File: src/sv/pat_pkg.sv
// ----------------------------------------------------------------------------
// pat_pkg
// Shared types and constants for the peer address table: op codes, status
// codes, command kinds and the command beat carried from front to back.
// ----------------------------------------------------------------------------
package pat_pkg;

	// table geometry
	localparam int MAX_PEERS = 8;
	localparam int SLOT_W    = 3;
	localparam int IDX_W     = 4;
	localparam int ADDR_W    = 48;
	localparam int STATE_W   = 2;
	localparam int LQ_W      = 8;
	localparam int OP_W      = 3;
	localparam int STATUS_W  = 2;

	localparam logic [SLOT_W-1:0] LAST_SLOT = SLOT_W'(MAX_PEERS - 1);
	localparam logic [LQ_W-1:0]   LQ_CLEAR  = '1;

	// op codes on the input channel
	localparam logic [OP_W-1:0] OP_ADD   = 3'd0;
	localparam logic [OP_W-1:0] OP_DEL   = 3'd1;
	localparam logic [OP_W-1:0] OP_FINDA = 3'd2;
	localparam logic [OP_W-1:0] OP_FINDS = 3'd3;
	localparam logic [OP_W-1:0] OP_ENUM  = 3'd4;
	localparam logic [OP_W-1:0] OP_FLUSH = 3'd5;

	// status codes on the output channel
	localparam logic [STATUS_W-1:0] STATUS_OK       = 2'd0;
	localparam logic [STATUS_W-1:0] STATUS_NO_FREE  = 2'd1;
	localparam logic [STATUS_W-1:0] STATUS_NOT_FOUND = 2'd2;

	// classified command kind
	typedef enum logic [2:0] {
		KIND_ADD   = 3'd0,
		KIND_DEL   = 3'd1,
		KIND_FINDA = 3'd2,
		KIND_FINDS = 3'd3,
		KIND_ENUM  = 3'd4,
		KIND_FLUSH = 3'd5,
		KIND_NOP   = 3'd6
	} kind_t;

	// command beat from front to back
	typedef struct packed {
		kind_t               kind;
		logic [ADDR_W-1:0]   addr;
		logic [STATE_W-1:0]  state;
		logic [LQ_W-1:0]     lq;
		logic [IDX_W-1:0]    start;
	} cmd_t;

	// back-end sequencer states
	typedef enum logic [2:0] {
		ST_IDLE = 3'b001,
		ST_WALK = 3'b010,
		ST_DONE = 3'b100
	} back_state_t;

endpackage

File: src/sv/pat_front.sv
// ----------------------------------------------------------------------------
// pat_front
// Input side: takes beats from the input channel, decodes the op code into a
// command kind and pushes the command into the queue.
// ----------------------------------------------------------------------------
module pat_front import pat_pkg::*; (
	input  logic                in_valid,
	output logic                in_stall,
	input  logic [OP_W-1:0]     op,
	input  logic [ADDR_W-1:0]   peer_address,
	input  logic [STATE_W-1:0]  assoc_state_in,
	input  logic [LQ_W-1:0]     link_quality_in,
	input  logic [IDX_W-1:0]    start_index,
	input  logic                q_full,
	output logic                q_push,
	output cmd_t                q_cmd
);

	kind_t kind;

	// op decode; unused codes become a no-op
	always_comb begin
		case (op)
			OP_ADD:   kind = KIND_ADD;
			OP_DEL:   kind = KIND_DEL;
			OP_FINDA: kind = KIND_FINDA;
			OP_FINDS: kind = KIND_FINDS;
			OP_ENUM:  kind = KIND_ENUM;
			OP_FLUSH: kind = KIND_FLUSH;
			default:  kind = KIND_NOP;
		endcase
	end

	// handshake and command build
	assign in_stall    = q_full;
	assign q_push      = in_valid & ~q_full;
	assign q_cmd.kind  = kind;
	assign q_cmd.addr  = peer_address;
	assign q_cmd.state = assoc_state_in;
	assign q_cmd.lq    = link_quality_in;
	assign q_cmd.start = start_index;

endmodule

File: src/sv/pat_queue.sv
// ----------------------------------------------------------------------------
// pat_queue
// Two-entry command queue between the front and the back of the table.
// ----------------------------------------------------------------------------
module pat_queue import pat_pkg::*; (
	input  logic clk,
	input  logic arst_n,
	input  logic push,
	input  cmd_t push_cmd,
	output logic full,
	input  logic pop,
	output logic not_empty,
	output cmd_t head_cmd
);

	cmd_t       mem_q [2];
	logic       wr_ptr_q;
	logic       rd_ptr_q;
	logic [1:0] count_q;

	assign full      = (count_q == 2'd2);
	assign not_empty = (count_q != 2'd0);
	assign head_cmd  = mem_q[rd_ptr_q];

	// storage
	always_ff @(posedge clk) begin
		if (push) begin
			mem_q[wr_ptr_q] <= push_cmd;
		end
	end

	// pointers and fill count
	always_ff @(posedge clk or negedge arst_n) begin
		if (!arst_n) begin
			wr_ptr_q <= 1'b0;
			rd_ptr_q <= 1'b0;
			count_q  <= 2'd0;
		end else begin
			if (push) begin
				wr_ptr_q <= ~wr_ptr_q;
			end
			if (pop) begin
				rd_ptr_q <= ~rd_ptr_q;
			end
			if (push && !pop) begin
				count_q <= count_q + 2'd1;
			end else if (pop && !push) begin
				count_q <= count_q - 2'd1;
			end
		end
	end

endmodule

File: src/sv/pat_back.sv
// ----------------------------------------------------------------------------
// pat_back
// Table storage and sequencer. Pops a command, walks all slots one per
// cycle to find matches and a free slot (flush and no-op skip the walk),
// then updates the table and loads the output register.
// ----------------------------------------------------------------------------
module pat_back import pat_pkg::*; (
	input  logic                 clk,
	input  logic                 arst_n,
	input  logic                 q_not_empty,
	input  cmd_t                 q_head,
	output logic                 q_pop,
	output logic                 out_valid,
	input  logic                 out_stall,
	output logic [STATUS_W-1:0]  status,
	output logic [SLOT_W-1:0]    hit_slot,
	output logic [ADDR_W-1:0]    hit_address,
	output logic [STATE_W-1:0]   hit_assoc_state,
	output logic [LQ_W-1:0]      hit_link_quality,
	output logic [IDX_W-1:0]     next_index
);

	// table
	logic                valid_q [MAX_PEERS];
	logic [ADDR_W-1:0]   addr_q  [MAX_PEERS];
	logic [STATE_W-1:0]  state_q [MAX_PEERS];
	logic [LQ_W-1:0]     lq_q    [MAX_PEERS];

	// sequencer
	back_state_t         state_fsm_q;
	cmd_t                cmd_q;
	logic [SLOT_W-1:0]   idx_q;
	logic                found_q;
	logic [SLOT_W-1:0]   hit_q;
	logic                free_found_q;
	logic [SLOT_W-1:0]   free_q;
	logic [ADDR_W-1:0]   cap_addr_q;
	logic [STATE_W-1:0]  cap_state_q;
	logic [LQ_W-1:0]     cap_lq_q;

	// output register
	logic                out_valid_q;
	logic [STATUS_W-1:0] status_q;
	logic [SLOT_W-1:0]   slot_q;
	logic [ADDR_W-1:0]   res_addr_q;
	logic [STATE_W-1:0]  res_state_q;
	logic [LQ_W-1:0]     res_lq_q;
	logic [IDX_W-1:0]    next_q;

	logic                cur_valid;
	logic                addr_hit;
	logic                take;
	logic                finish;
	logic                wr_en;
	logic                clr_en;
	logic                flush_en;
	logic [SLOT_W-1:0]   wr_slot;

	logic [STATUS_W-1:0] r_status;
	logic [SLOT_W-1:0]   r_slot;
	logic [ADDR_W-1:0]   r_addr;
	logic [STATE_W-1:0]  r_state;
	logic [LQ_W-1:0]     r_lq;
	logic [IDX_W-1:0]    r_next;

	assign q_pop  = (state_fsm_q == ST_IDLE) && q_not_empty;
	assign finish = (state_fsm_q == ST_DONE) && (!out_valid_q || !out_stall);

	// per-slot compare during the walk
	assign cur_valid = valid_q[idx_q];
	assign addr_hit  = (addr_q[idx_q] == cmd_q.addr);

	always_comb begin
		case (cmd_q.kind)
			KIND_ADD, KIND_DEL: take = addr_hit;
			KIND_FINDA:         take = !found_q && cur_valid && addr_hit;
			KIND_FINDS:         take = !found_q && cur_valid && (state_q[idx_q] == cmd_q.state);
			KIND_ENUM:          take = !found_q && cur_valid &&
			                           (IDX_W'(idx_q) >= cmd_q.start);
			default:            take = 1'b0;
		endcase
	end

	// result and table update, resolved when the walk is done
	always_comb begin
		r_status = STATUS_OK;
		r_slot   = '0;
		r_addr   = '0;
		r_state  = '0;
		r_lq     = '0;
		r_next   = '0;
		wr_en    = 1'b0;
		clr_en   = 1'b0;
		flush_en = 1'b0;
		wr_slot  = hit_q;
		case (cmd_q.kind)
			KIND_ADD: begin
				wr_slot = found_q ? hit_q : free_q;
				if (found_q || free_found_q) begin
					wr_en   = 1'b1;
					r_slot  = wr_slot;
					r_addr  = cmd_q.addr;
					r_state = cmd_q.state;
					r_lq    = cmd_q.lq;
				end else begin
					r_status = STATUS_NO_FREE;
				end
			end
			KIND_DEL, KIND_FINDA, KIND_FINDS, KIND_ENUM: begin
				if (found_q) begin
					clr_en  = (cmd_q.kind == KIND_DEL);
					r_slot  = hit_q;
					r_addr  = cap_addr_q;
					r_state = cap_state_q;
					r_lq    = cap_lq_q;
					if (cmd_q.kind == KIND_ENUM) begin
						r_next = IDX_W'(hit_q) + IDX_W'(1);
					end
				end else begin
					r_status = STATUS_NOT_FOUND;
					if (cmd_q.kind == KIND_ENUM) begin
						r_next = cmd_q.start;
					end
				end
			end
			KIND_FLUSH: flush_en = 1'b1;
			default: ;
		endcase
	end

	// sequencer
	always_ff @(posedge clk or negedge arst_n) begin
		if (!arst_n) begin
			state_fsm_q <= ST_IDLE;
		end else begin
			case (state_fsm_q)
				ST_IDLE: begin
					if (q_not_empty) begin
						if (q_head.kind == KIND_FLUSH || q_head.kind == KIND_NOP) begin
							state_fsm_q <= ST_DONE;
						end else begin
							state_fsm_q <= ST_WALK;
						end
					end
				end
				ST_WALK: begin
					if (idx_q == LAST_SLOT) begin
						state_fsm_q <= ST_DONE;
					end
				end
				ST_DONE: begin
					if (finish) begin
						state_fsm_q <= ST_IDLE;
					end
				end
				default: state_fsm_q <= ST_IDLE;
			endcase
		end
	end

	// walk bookkeeping
	always_ff @(posedge clk or negedge arst_n) begin
		if (!arst_n) begin
			idx_q        <= '0;
			found_q      <= 1'b0;
			free_found_q <= 1'b0;
		end else if (q_pop) begin
			idx_q        <= '0;
			found_q      <= 1'b0;
			free_found_q <= 1'b0;
		end else if (state_fsm_q == ST_WALK) begin
			idx_q <= idx_q + SLOT_W'(1);
			if (take) begin
				found_q <= 1'b1;
			end
			if (cmd_q.kind == KIND_ADD && !cur_valid) begin
				free_found_q <= 1'b1;
			end
		end
	end

	// walk payload captures
	always_ff @(posedge clk) begin
		if (q_pop) begin
			cmd_q <= q_head;
		end
		if (state_fsm_q == ST_WALK) begin
			if (take) begin
				hit_q       <= idx_q;
				cap_addr_q  <= addr_q[idx_q];
				cap_state_q <= state_q[idx_q];
				cap_lq_q    <= lq_q[idx_q];
			end
			if (!cur_valid) begin
				free_q <= idx_q;
			end
		end
	end

	// table storage
	always_ff @(posedge clk or negedge arst_n) begin
		if (!arst_n) begin
			for (int i = 0; i < MAX_PEERS; i++) begin
				valid_q[i] <= 1'b0;
				addr_q[i]  <= '0;
				state_q[i] <= '0;
				lq_q[i]    <= LQ_CLEAR;
			end
		end else if (finish) begin
			if (flush_en) begin
				for (int i = 0; i < MAX_PEERS; i++) begin
					valid_q[i] <= 1'b0;
					addr_q[i]  <= '0;
					state_q[i] <= '0;
					lq_q[i]    <= LQ_CLEAR;
				end
			end else if (wr_en) begin
				valid_q[wr_slot] <= 1'b1;
				addr_q[wr_slot]  <= cmd_q.addr;
				state_q[wr_slot] <= cmd_q.state;
				lq_q[wr_slot]    <= cmd_q.lq;
			end else if (clr_en) begin
				valid_q[wr_slot] <= 1'b0;
				addr_q[wr_slot]  <= '0;
				state_q[wr_slot] <= '0;
				lq_q[wr_slot]    <= LQ_CLEAR;
			end
		end
	end

	// output register
	always_ff @(posedge clk or negedge arst_n) begin
		if (!arst_n) begin
			out_valid_q <= 1'b0;
		end else if (finish) begin
			out_valid_q <= 1'b1;
		end else if (!out_stall) begin
			out_valid_q <= 1'b0;
		end
	end

	always_ff @(posedge clk) begin
		if (finish) begin
			status_q    <= r_status;
			slot_q      <= r_slot;
			res_addr_q  <= r_addr;
			res_state_q <= r_state;
			res_lq_q    <= r_lq;
			next_q      <= r_next;
		end
	end

	assign out_valid        = out_valid_q;
	assign status           = status_q;
	assign hit_slot         = slot_q;
	assign hit_address      = res_addr_q;
	assign hit_assoc_state  = res_state_q;
	assign hit_link_quality = res_lq_q;
	assign next_index       = next_q;

endmodule

File: src/sv/peer_address_table_top.sv
// ----------------------------------------------------------------------------
// peer_address_table_top
// Eight-slot associative peer table: add, delete, find by address or state,
// enumerate and flush, one result beat per command beat.
// ----------------------------------------------------------------------------
// Usage:
//   Input channel (in_valid / in_stall) carries one command per beat: op,
//   peer_address, assoc_state_in, link_quality_in, start_index. Output
//   channel (out_valid / out_stall) returns one result beat per command, in
//   order: status, hit_slot, hit_address, hit_assoc_state, hit_link_quality,
//   next_index.
//   Table-walking ops pass through the queue, the pop, a walk over every
//   slot at one slot per cycle and the table update; flush and unused op
//   codes skip the walk. The back end takes the next command only after
//   the last result is loaded, so the slot walk sets the throughput.
//   A two-entry command queue lets the input side keep taking beats while
//   the back end walks; in_stall rises only when that queue is full.
//   When out_stall is high the result register holds; the back end waits
//   with its next result until the register is taken, and the queue fills.
//   Reset clears every slot (invalid, address 0, state 0, quality 255),
//   empties the queue and drops any pending result.
// ----------------------------------------------------------------------------
module peer_address_table_top import pat_pkg::*; (
	input  logic                 clk,
	input  logic                 arst_n,
	input  logic                 in_valid,
	output logic                 in_stall,
	input  logic [OP_W-1:0]      op,
	input  logic [ADDR_W-1:0]    peer_address,
	input  logic [STATE_W-1:0]   assoc_state_in,
	input  logic [LQ_W-1:0]      link_quality_in,
	input  logic [IDX_W-1:0]     start_index,
	output logic                 out_valid,
	input  logic                 out_stall,
	output logic [STATUS_W-1:0]  status,
	output logic [SLOT_W-1:0]    hit_slot,
	output logic [ADDR_W-1:0]    hit_address,
	output logic [STATE_W-1:0]   hit_assoc_state,
	output logic [LQ_W-1:0]      hit_link_quality,
	output logic [IDX_W-1:0]     next_index
);

	logic q_full;
	logic q_push;
	logic q_pop;
	logic q_not_empty;
	cmd_t push_cmd;
	cmd_t head_cmd;

	// decode and accept
	pat_front u_front (
		.in_valid        (in_valid),
		.in_stall        (in_stall),
		.op              (op),
		.peer_address    (peer_address),
		.assoc_state_in  (assoc_state_in),
		.link_quality_in (link_quality_in),
		.start_index     (start_index),
		.q_full          (q_full),
		.q_push          (q_push),
		.q_cmd           (push_cmd)
	);

	// command queue
	pat_queue u_queue (
		.clk       (clk),
		.arst_n    (arst_n),
		.push      (q_push),
		.push_cmd  (push_cmd),
		.full      (q_full),
		.pop       (q_pop),
		.not_empty (q_not_empty),
		.head_cmd  (head_cmd)
	);

	// table and sequencer
	pat_back u_back (
		.clk              (clk),
		.arst_n           (arst_n),
		.q_not_empty      (q_not_empty),
		.q_head           (head_cmd),
		.q_pop            (q_pop),
		.out_valid        (out_valid),
		.out_stall        (out_stall),
		.status           (status),
		.hit_slot         (hit_slot),
		.hit_address      (hit_address),
		.hit_assoc_state  (hit_assoc_state),
		.hit_link_quality (hit_link_quality),
		.next_index       (next_index)
	);

endmodule
File: config.mk
export PLATFORM = sky130hd
export DESIGN_NAME = peer_address_table_top
export DESIGN_NICKNAME = d
export VERILOG_FILES = /design/src/sv/pat_pkg.sv /design/src/sv/pat_front.sv /design/src/sv/pat_queue.sv /design/src/sv/pat_back.sv /design/src/sv/peer_address_table_top.sv
export SDC_FILE = /design/constraint.sdc
export NUM_CORES = 1
export LEC_CHECK = 0
export BUFFER_PORTS_ARGS = -buffer_cell sky130_fd_sc_hd__buf_2
export CORE_UTILIZATION = 50
export DETAILED_ROUTE_END_ITERATION = 16
export PLACE_DENSITY_LB_ADDON = 0.3
export SLEW_MARGIN = 20
export SYNTH_ARGS = -nofsm -noshare
export SYNTH_HDL_FRONTEND = slang
export SYNTH_HIERARCHICAL = 1
export SYNTH_SLANG_ARGS = --single-unit
export TNS_END_PERCENT = 50
File: constraint.sdc
create_clock -name clk -period 10.8 [get_ports clk]
set_input_delay 1.62 -clock clk [delete_from_list [all_inputs] [get_ports clk]]
set_output_delay 1.62 -clock clk [all_outputs]
set_load 0.02 [all_outputs]
==> reports/summary.txt, run 1 <==
Global-route total usage across every layer -> 0.2643
Initial antenna violation count -> 2
Crit-path max FO -> 48
Outcome -> completed
H-tree level count -> 3
LEAKAGE -> 15.42 nW
Vias -> 21680
Clock root buffer -> clkbuf_16
Global-route wire length before repair -> 140800 um
Fraction of the yosys area taken by sequential cells -> 0.6345
Tmin final -> 5.573 ns
Num rows -> 96
Count of final hold-check violations -> 0
Switching share of power -> 0.3069
Worst Hold Class -> reg2reg
Die area -> 70430 um2
Largest net degree at the start of global routing -> 162
CP Capture Type -> flop
Clock skew -> 0.02712 ns
Layout filler cell count -> 5449
Hold slack -> 0.4783 ns
Gate power share -> 0.170
CTS Hold Bufs -> 0
Final setup viols -> 0
Post-synthesis instance total -> 2401
Crit Path Class -> reg2reg
Post-Syn Nets -> 2477
Worst path arrival time -> 5.83 ns
Remaining antenna violation count -> 0
Initial DRC count -> 2304
HPWL Detailed -> 52230 um
CTS tree -> done
GR Util met3 -> 0.04490
Fmax -> 179.4 MHz
Fin crit share -> 0.5160
Power Density -> 221.2 nW/um2
# Max-Cap Violations -> 0
Top_reg_cell synth -> dfrtp_1
Router iterations before antenna repair -> 7
Starting Density -> 0.5057
Met1 Usage GRT -> 0.3732
GP Congestion -> 0.8498
Switch Pwr -> 2.593 mW
Drt via density -> 6.421
Internal -> 5.857 mW
Required time of the worst setup path -> 11.05 ns
Most common cell after layout, fill and taps aside -> a22o_1
Max VDD drop -> 220.7 uV
Avg WL per Cell -> 27.35 um
Die span in x -> 265.4 um
Seq pwr share -> 0.491
Synth Cell Area -> 34690 um2
Max_slew headroom -> 0.2962
Layout overhead on the synthesized area -> 10.14%
TNS Setup -> 0 ns
Met2 usage -> 0.4213
Skew-Pair Late Insertion Delay -> 0.64 ns
Clock Sinks -> 811
Avg Inst Size Synth -> 14.45 um2
TritonCTS Buffers -> 86
Die Span Y -> 265.4 um
Most Crowded Layer GR -> met2
Setup bufs post-CTS -> 0
Clock Path Buffers -> 3
Ant. Diodes -> 0
Seq cells post-synth -> 811
Area of the core -> 68590 um2
Slew Viols, Final -> 0
Total Routed Length -> 92320 um
Total number of yosys warnings -> 6
Ys async rst share -> 0.5980
Clk slew on worst S/H paths -> 0.06 ns
Most frequent cells in the layout -> 458 x a22o_1, 416 x dfrtp_1, 326 x edfxtp_1
Post-synth EDFFs -> 326
Vias in the first global route -> 22190
Layout cell share with drive strength beyond 1 -> 0.2368
I/O Pins -> 138
Worst slew pin tran -> 1.052 ns
Clock network power share -> 0.339
I/O Buffers -> 137
# nets final -> 2448
Startpoint types -> flop
Post-cts sizing count -> 0
Total grt overflow -> 0
Post-synth cell types -> 66
Drc violations -> 0
RSZ-0062 raised after global routing -> false
Yosys cell counts (11+ instances only):
cell / n / area share
dfstp_2: 65 / 0.049
nand2b_1: 18 / 0.0032
a22o_1: 458 / 0.12
o21ai_0: 11 / 0.0016
nand2_1: 92 / 0.010
a21oi_1: 66 / 0.0095
xor2_1: 21 / 0.0053
clkbuf_1: 61 / 0.0066
buf_4: 77 / 0.017
edfxtp_1: 326 / 0.28
buf_1: 51 / 0.0055
a211oi_1: 20 / 0.0043
dfrtp_1: 420 / 0.30
nor2b_1: 23 / 0.0041
mux4_2: 65 / 0.042
nor2_1: 84 / 0.0091
mux2_4: 41 / 0.018
o22a_1: 12 / 0.0030
a221oi_1: 11 / 0.0028
xnor2_1: 35 / 0.0088
mux2i_1: 70 / 0.020
mux2_2: 65 / 0.021
o22ai_1: 78 / 0.014
buf_2: 88 / 0.013
flip-flops by register name (all words and copies together), names as in the netlist, 16 cells and up:
name and flops:
u_back/addr_q 384, u_queue/mem_q 130, u_back/cmd_q 65, u_back/lq_q 64, u_back/cap_addr_q 48, u_back/hit_address 48, u_back/state_q 16
worst paths after layout:
| check | slack (ns) | to | startpoint | cells after the start |
|---|---|---|---|---|
| max in group asynchronous | 7.41 | u_back/addr_q[381] | arst_n | 3 |
| min in group asynchronous | 1.07 | u_back/addr_q[234] | arst_n | 1 |
| max | 5.23 | u_back/cap_addr_q[15] | u_back/idx_q[1] | 10 |
| max reg2reg | 5.23 | u_back/cap_addr_q[15] | u_back/idx_q[1] | 10 |
| min | 0.48 | u_back/valid_q[0] | u_back/valid_q[0] | 1 |
| min reg2reg | 0.48 | u_back/valid_q[0] | u_back/valid_q[0] | 1 |
through the flow:
step	utilization	setup slack [ns]	std cells	instance area (um2)	power [mW]
after global placement	0.5170	5.405	3215	35460	5.596
after global routing	0.5570	4.993	3376	38200	8.750
after floorplan	-	4.008	2401	34690	5.073
after CTS	0.5569	5.341	3376	38190	8.499
final	0.5570	5.227	3376	38200	8.450
after detailed placement	0.5170	5.392	3215	35460	5.639
power by group through the flow:
stage	Clock, mW	Combinational (mW)	Sequential [mW]
5_1_grt	3.03	1.53	4.19
6_report	2.86	1.44	4.15
4_1_cts	2.91	1.45	4.14
3_3_place_gp	0	1.42	4.18
2_1_floorplan	0	1.25	3.82
3_5_place_dp	0	1.44	4.20
worst max-delay path: stages (launching register included):
cell and delay (ns):
dfrtp_4 0.86, buf_4 0.83, mux4_2 0.60, nand2_1 0.08, nand2_1 0.09, xnor2_1 0.38, nand4_1 0.16, nor4_1 0.52
nand4b_1 0.24, nand2_2 0.78, buf_4 0.59
cells by family (layout without fill, tap and decap cells):
| family | after synthesis | count (layout) | share of synthesized area |
|---|---|---|---|
| AOI/OAI and AO/OA | 699 | 699 | 0.1607 |
| xor gates and xnor gates | 56 | 56 | 0.01414 |
| adders and majority gates | 7 | 7 | 0.002525 |
| buffers and inverters | 301 | 345 | 0.04642 |
| DFF | 811 | 811 | 0.6345 |
| muxes | 242 | 242 | 0.1017 |
| and+or+nand+nor | 285 | 285 | 0.04008 |
area by class of cell:
class,instances,area [um2],share of cell area
Clock inverter,29,217.7,0.005699
Timing Repair Buffer,175,1001,0.02620
Clock buffer,132,2519,0.06593
Multi-Input combinational cell,1289,11240,0.2943
Tap cell,931,1165,0.03049
Inverter,9,33.78,0.0008843
Sequential cell,811,22020,0.5765
per-layer routing:
layer  vias up  share of wire
met1     11400           0.42
met2      1008           0.48
li1       9089              -
met4         0          0.025
met5         -              0
met3       180          0.076
Note: power is estimated with default switching activity, not from simulation.
==> inputs of run 2 (changes only) <==
--- a/config.mk
+++ b/config.mk
@@ -5,6 +5,7 @@
 export SDC_FILE = /design/constraint.sdc
 export NUM_CORES = 1
 export LEC_CHECK = 0
+export ABC_AREA = 1
 export BUFFER_PORTS_ARGS = -buffer_cell sky130_fd_sc_hd__buf_2
 export CORE_UTILIZATION = 50
 export DETAILED_ROUTE_END_ITERATION = 16
==> constraint.sdc (replaced) <==
create_clock -name clk -period 5.81 [get_ports clk]
set_input_delay 0.8715 -clock clk [delete_from_list [all_inputs] [get_ports clk]]
set_output_delay 0.8715 -clock clk [all_outputs]
set_load 0.02 [all_outputs]
==> reports/summary.txt, run 2 <==
Initial DRC count -> 2788 (+21%)
Post-cts sizing count -> 0 (unchanged)
HPWL Detailed -> 56620 um (+8.4%)
Clock Sinks -> 811 (unchanged)
Hold slack -> 0.3456 ns (-0.1327 ns)
Largest delay share family, worst path -> simple AND/OR/NAND/NOR gates
Clock skew -> 0.03608 ns (+0.008960 ns)
Area contributors post-synth -> dfrtp_1 29%, edfxtp_1 27%, o22ai_1 8.0%
Fmax -> 221.7 MHz (+24%)
Cell mode on critical path -> nand2_1
CP cell instances -> buf_4 > nand3_1 > nand3_1 > nand3_1 > nand2_1 > nand2_1 > nor2_1 > nand2_1 > nor2_1 > nand3_1 > nand2_1 > nand2_1 > inv_2 > buf_4
Area of the core -> 70510 um2 (+2.8%)
Avg WL per Cell -> 21.45 um (-22%)
Ys async rst share -> 0.5980 (unchanged)
Reg2Reg Capture Point -> u_back/cap_addr_q[20]
Total number of yosys warnings -> 6 (unchanged)
Post-synthesis compound-gate area fraction -> 0.1300 (-0.03073)
# Max-Cap Violations -> 0 (unchanged)
Crit-path slowest cell -> buf_4
Most common cell after layout, fill and taps aside -> nand2_1
Met1 Usage GRT -> 0.3814 (+0.008245)
I/O Buffers -> 137 (unchanged)
Die Span Y -> 270.1 um (+1.8%)
TritonCTS Buffers -> 83 (-3.5%)
Multi-input logic area -> 10190 um2 (-9.3%)
Tmin final -> 4.510 ns (-1.063 ns)
Final core utilization -> 0.5648 (+0.007801)
Post-Synth Simple-Gate Area -> 0.1227 (+0.08262)
Clk slew on worst S/H paths -> 0.06 ns (about the same)
Router iterations before antenna repair -> 6 (-1)
Remaining antenna violation count -> 0 (unchanged)
Biggest regs -> u_back/addr_q x384, u_queue/mem_q x130, u_back/cmd_q x65
Register Area -> 22020 um2 (about the same)
Post-Synth XOR/XNOR Area -> 0.0009749 (-0.01317)
Top reg by flops -> u_back/addr_q
Mux share of post-synthesis cell area -> 0.02455 (-0.07711)
Max FFs per register -> 384 (unchanged)
Total Routed Length -> 98840 um (+7.1%)
Global-route wire length before repair -> 153200 um (+8.8%)
CTS tree -> done
Num rows -> 97 (+1.0%)
Top post-synthesis cells by count -> 594 x nand2_1, 574 x inv_1, 459 x o22ai_1, 420 x dfrtp_1, 366 x nand3_1
Top_reg_cell synth -> dfrtp_1
Post-synthesis instance total -> 3601 (+50%)
Vias in the first global route -> 25950 (+17%)
Slew Viols, Final -> 0 (unchanged)
FF-to-FF path depth -> 14 (+4)
Synth top area share -> 0.2925 (-0.01055)
Post-Syn Nets -> 3677 (+48%)
H-tree level count -> 3 (unchanged)
LEAKAGE -> 18.04 nW (+17%)
Synth Cell Area -> 35940 um2 (+3.6%)
Startpoint types -> flop
Final Non-Filler Cells -> 4607 (+36%)
Inst Count DP -> 4453 (+39%)
Most Crowded Layer GR -> met2
Crit Path Class -> reg2reg
# nets final -> 3675 (+50%)
Die span in x -> 270.1 um (+1.8%)
I/O Pins -> 138 (unchanged)
Most frequent cells in the layout -> 592 x nand2_1, 569 x inv_1, 459 x o22ai_1
GR Util met3 -> 0.05512 (+0.01022)
Layout cell share with drive strength beyond 1 -> 0.1372 (-0.09964)
Post-synth cell types -> 43 (-35%)
Ant. Diodes -> 0 (unchanged)
Worst slew pin tran -> 1.146 ns (+0.09381 ns)
RSZ-0062 raised after global routing -> false
Drc violations -> 0 (unchanged)
Required time of the worst setup path -> 6.06 ns (-4.99 ns)
Dominant cell type by area after synthesis -> dfrtp_1
Global-route total usage across every layer -> 0.2708 (+0.006433)
CP Capture Type -> flop
Layout overhead on the synthesized area -> 10.82%
Clock root buffer -> clkbuf_16
Layout filler cell count -> 5931 (+8.8%)
Max_slew headroom -> 0.2363 (-0.05995)
Clock Path Buffers -> 3 (unchanged)
Seq cells post-synth -> 811 (unchanged)
Post-synth EDFFs -> 326 (unchanged)
Main combinational cell family by area after synthesis -> compound AO/OA/AOI/OAI gates
Count of final hold-check violations -> 0 (unchanged)
Vias -> 26680 (+23%)
Largest net degree at the start of global routing -> 129 (-20%)
Outcome -> completed
RR Startpoint -> u_back/idx_q[1]
Avg Inst Size Synth -> 9.980 um2 (-31%)
GP Congestion -> 0.8411 (-1.0%)
Most common cell in the netlist -> nand2_1
Fraction of the yosys area taken by sequential cells -> 0.6124 (-0.02209)
Adder-Cell Fraction of Synth Area -> 0.002437 (-0.00008791)
Max VDD drop -> 360.6 uV (+63%)
Worst path arrival time -> 4.76 ns (-1.07 ns)
Met2 usage -> 0.4173 (-0.003993)
Initial antenna violation count -> 1 (-1)
Die area -> 72950 um2 (+3.6%)
Fin crit share -> 0.7763 (+0.2603)
Total grt overflow -> 0 (unchanged)
Slowest stage delay, CP -> 0.91 ns (+0.05 ns)
Setup bufs post-CTS -> 0 (unchanged)
Critical path buffer and inverter count -> 3 (+1)
CTS Hold Bufs -> 0 (unchanged)
Starting Density -> 0.5096 (+0.003916)
Drt via density -> 5.790 (-9.8%)
Crit-path max FO -> 74 (+54%)
FF-to-FF setup slack -> 1.30 ns (-3.93 ns)
Power Density -> 522.0 nW/um2 (+140%)
Worst Hold Class -> in2async
Skew-Pair Late Insertion Delay -> 0.64 ns (about the same)
TNS Setup -> 0 ns (unchanged)
Final setup viols -> 0 (unchanged)
==> run 2: cell types whose count changed in the layout (fill, tap and decap cells not counted), sizes merged, moves of 33 or more <==
cell    delta
mux2i     -71
o21ai    +117
mux4      -65
nor2      -41
o211ai    +38
mux2      -41
inv      +571
nand3    +361
a21oi     +57
xnor2     -33
nand2    +501
o22ai    +381
clkinv    +55
a22o     -458
==> run 2: worst reg2reg max path: cells and delay by family, from the launching register on <==
kind	cells	cell delay [ns]
buffers and inverters	3	1.57
flip-flops	1	0.89
AND/OR/NAND/NOR	11	1.67
==> run 2: logic make-up after synthesis <==
group | count (synthesis)
AOI/OAI and AO/OA | 778
buffers and inverters | 914
adders and majority gates | 7
muxes | 65
xor gates and xnor gates | 4
DFF | 811
and+or+nand+nor | 1022
==> run 2: area by class of cell <==
class	instances	share of cell area
clock buffer	113	0.05910
clock inverter	40	0.01285
inverter	636	0.06026
multi-input combinational	1876	0.2559
sequential	811	0.5529
tap	940	0.02953
timing repair buffer	191	0.02941
==> run 2: power by group <==
part	switching (mW)	internal, mW	total (mW)
clock	2.21	3.37	5.58
sequential	0.795	8.00	8.80
combinational	4.28	2.14	6.41
==> run 2: per-stage QoR <==
step	cell area [um2]	total power [mW]	worst slack (ns)
floorplan	35940	13.35	1.079
global placement	36930	15.02	1.475
detailed placement	36930	15.17	1.468
CTS	39800	20.79	1.451
global route	39830	21.98	1.170
finish	39830	20.79	1.300
==> run 2: worst max-delay path by stage <==
stage / from / end / slack, ns / depth (start not counted)
6_report: u_back/idx_q[1] / u_back/cap_addr_q[20] / 1.30 / 14
5_1_grt: u_back/idx_q[0] / u_back/cap_addr_q[20] / 1.17 / 17
4_1_cts: u_back/idx_q[0] / u_back/cap_addr_q[20] / 1.45 / 17
3_5_place_dp: u_back/idx_q[0] / u_back/cap_addr_q[22] / 1.47 / 17
3_3_place_gp: u_back/idx_q[1] / u_back/cap_addr_q[20] / 1.47 / 14
2_1_floorplan: u_back/state_fsm_q[0] / u_queue/count_q[1] / 1.08 / 10
==> run 2: routing by layer <==
| metal | part of all wire | vias to the layer above |
|---|---|---|
| li1 | - | 12160 |
| met1 | 0.41 | 12980 |
| met2 | 0.45 | 1324 |
| met3 | 0.10 | 204 |
| met4 | 0.029 | 2 |
| met5 | 0.00013 | - |
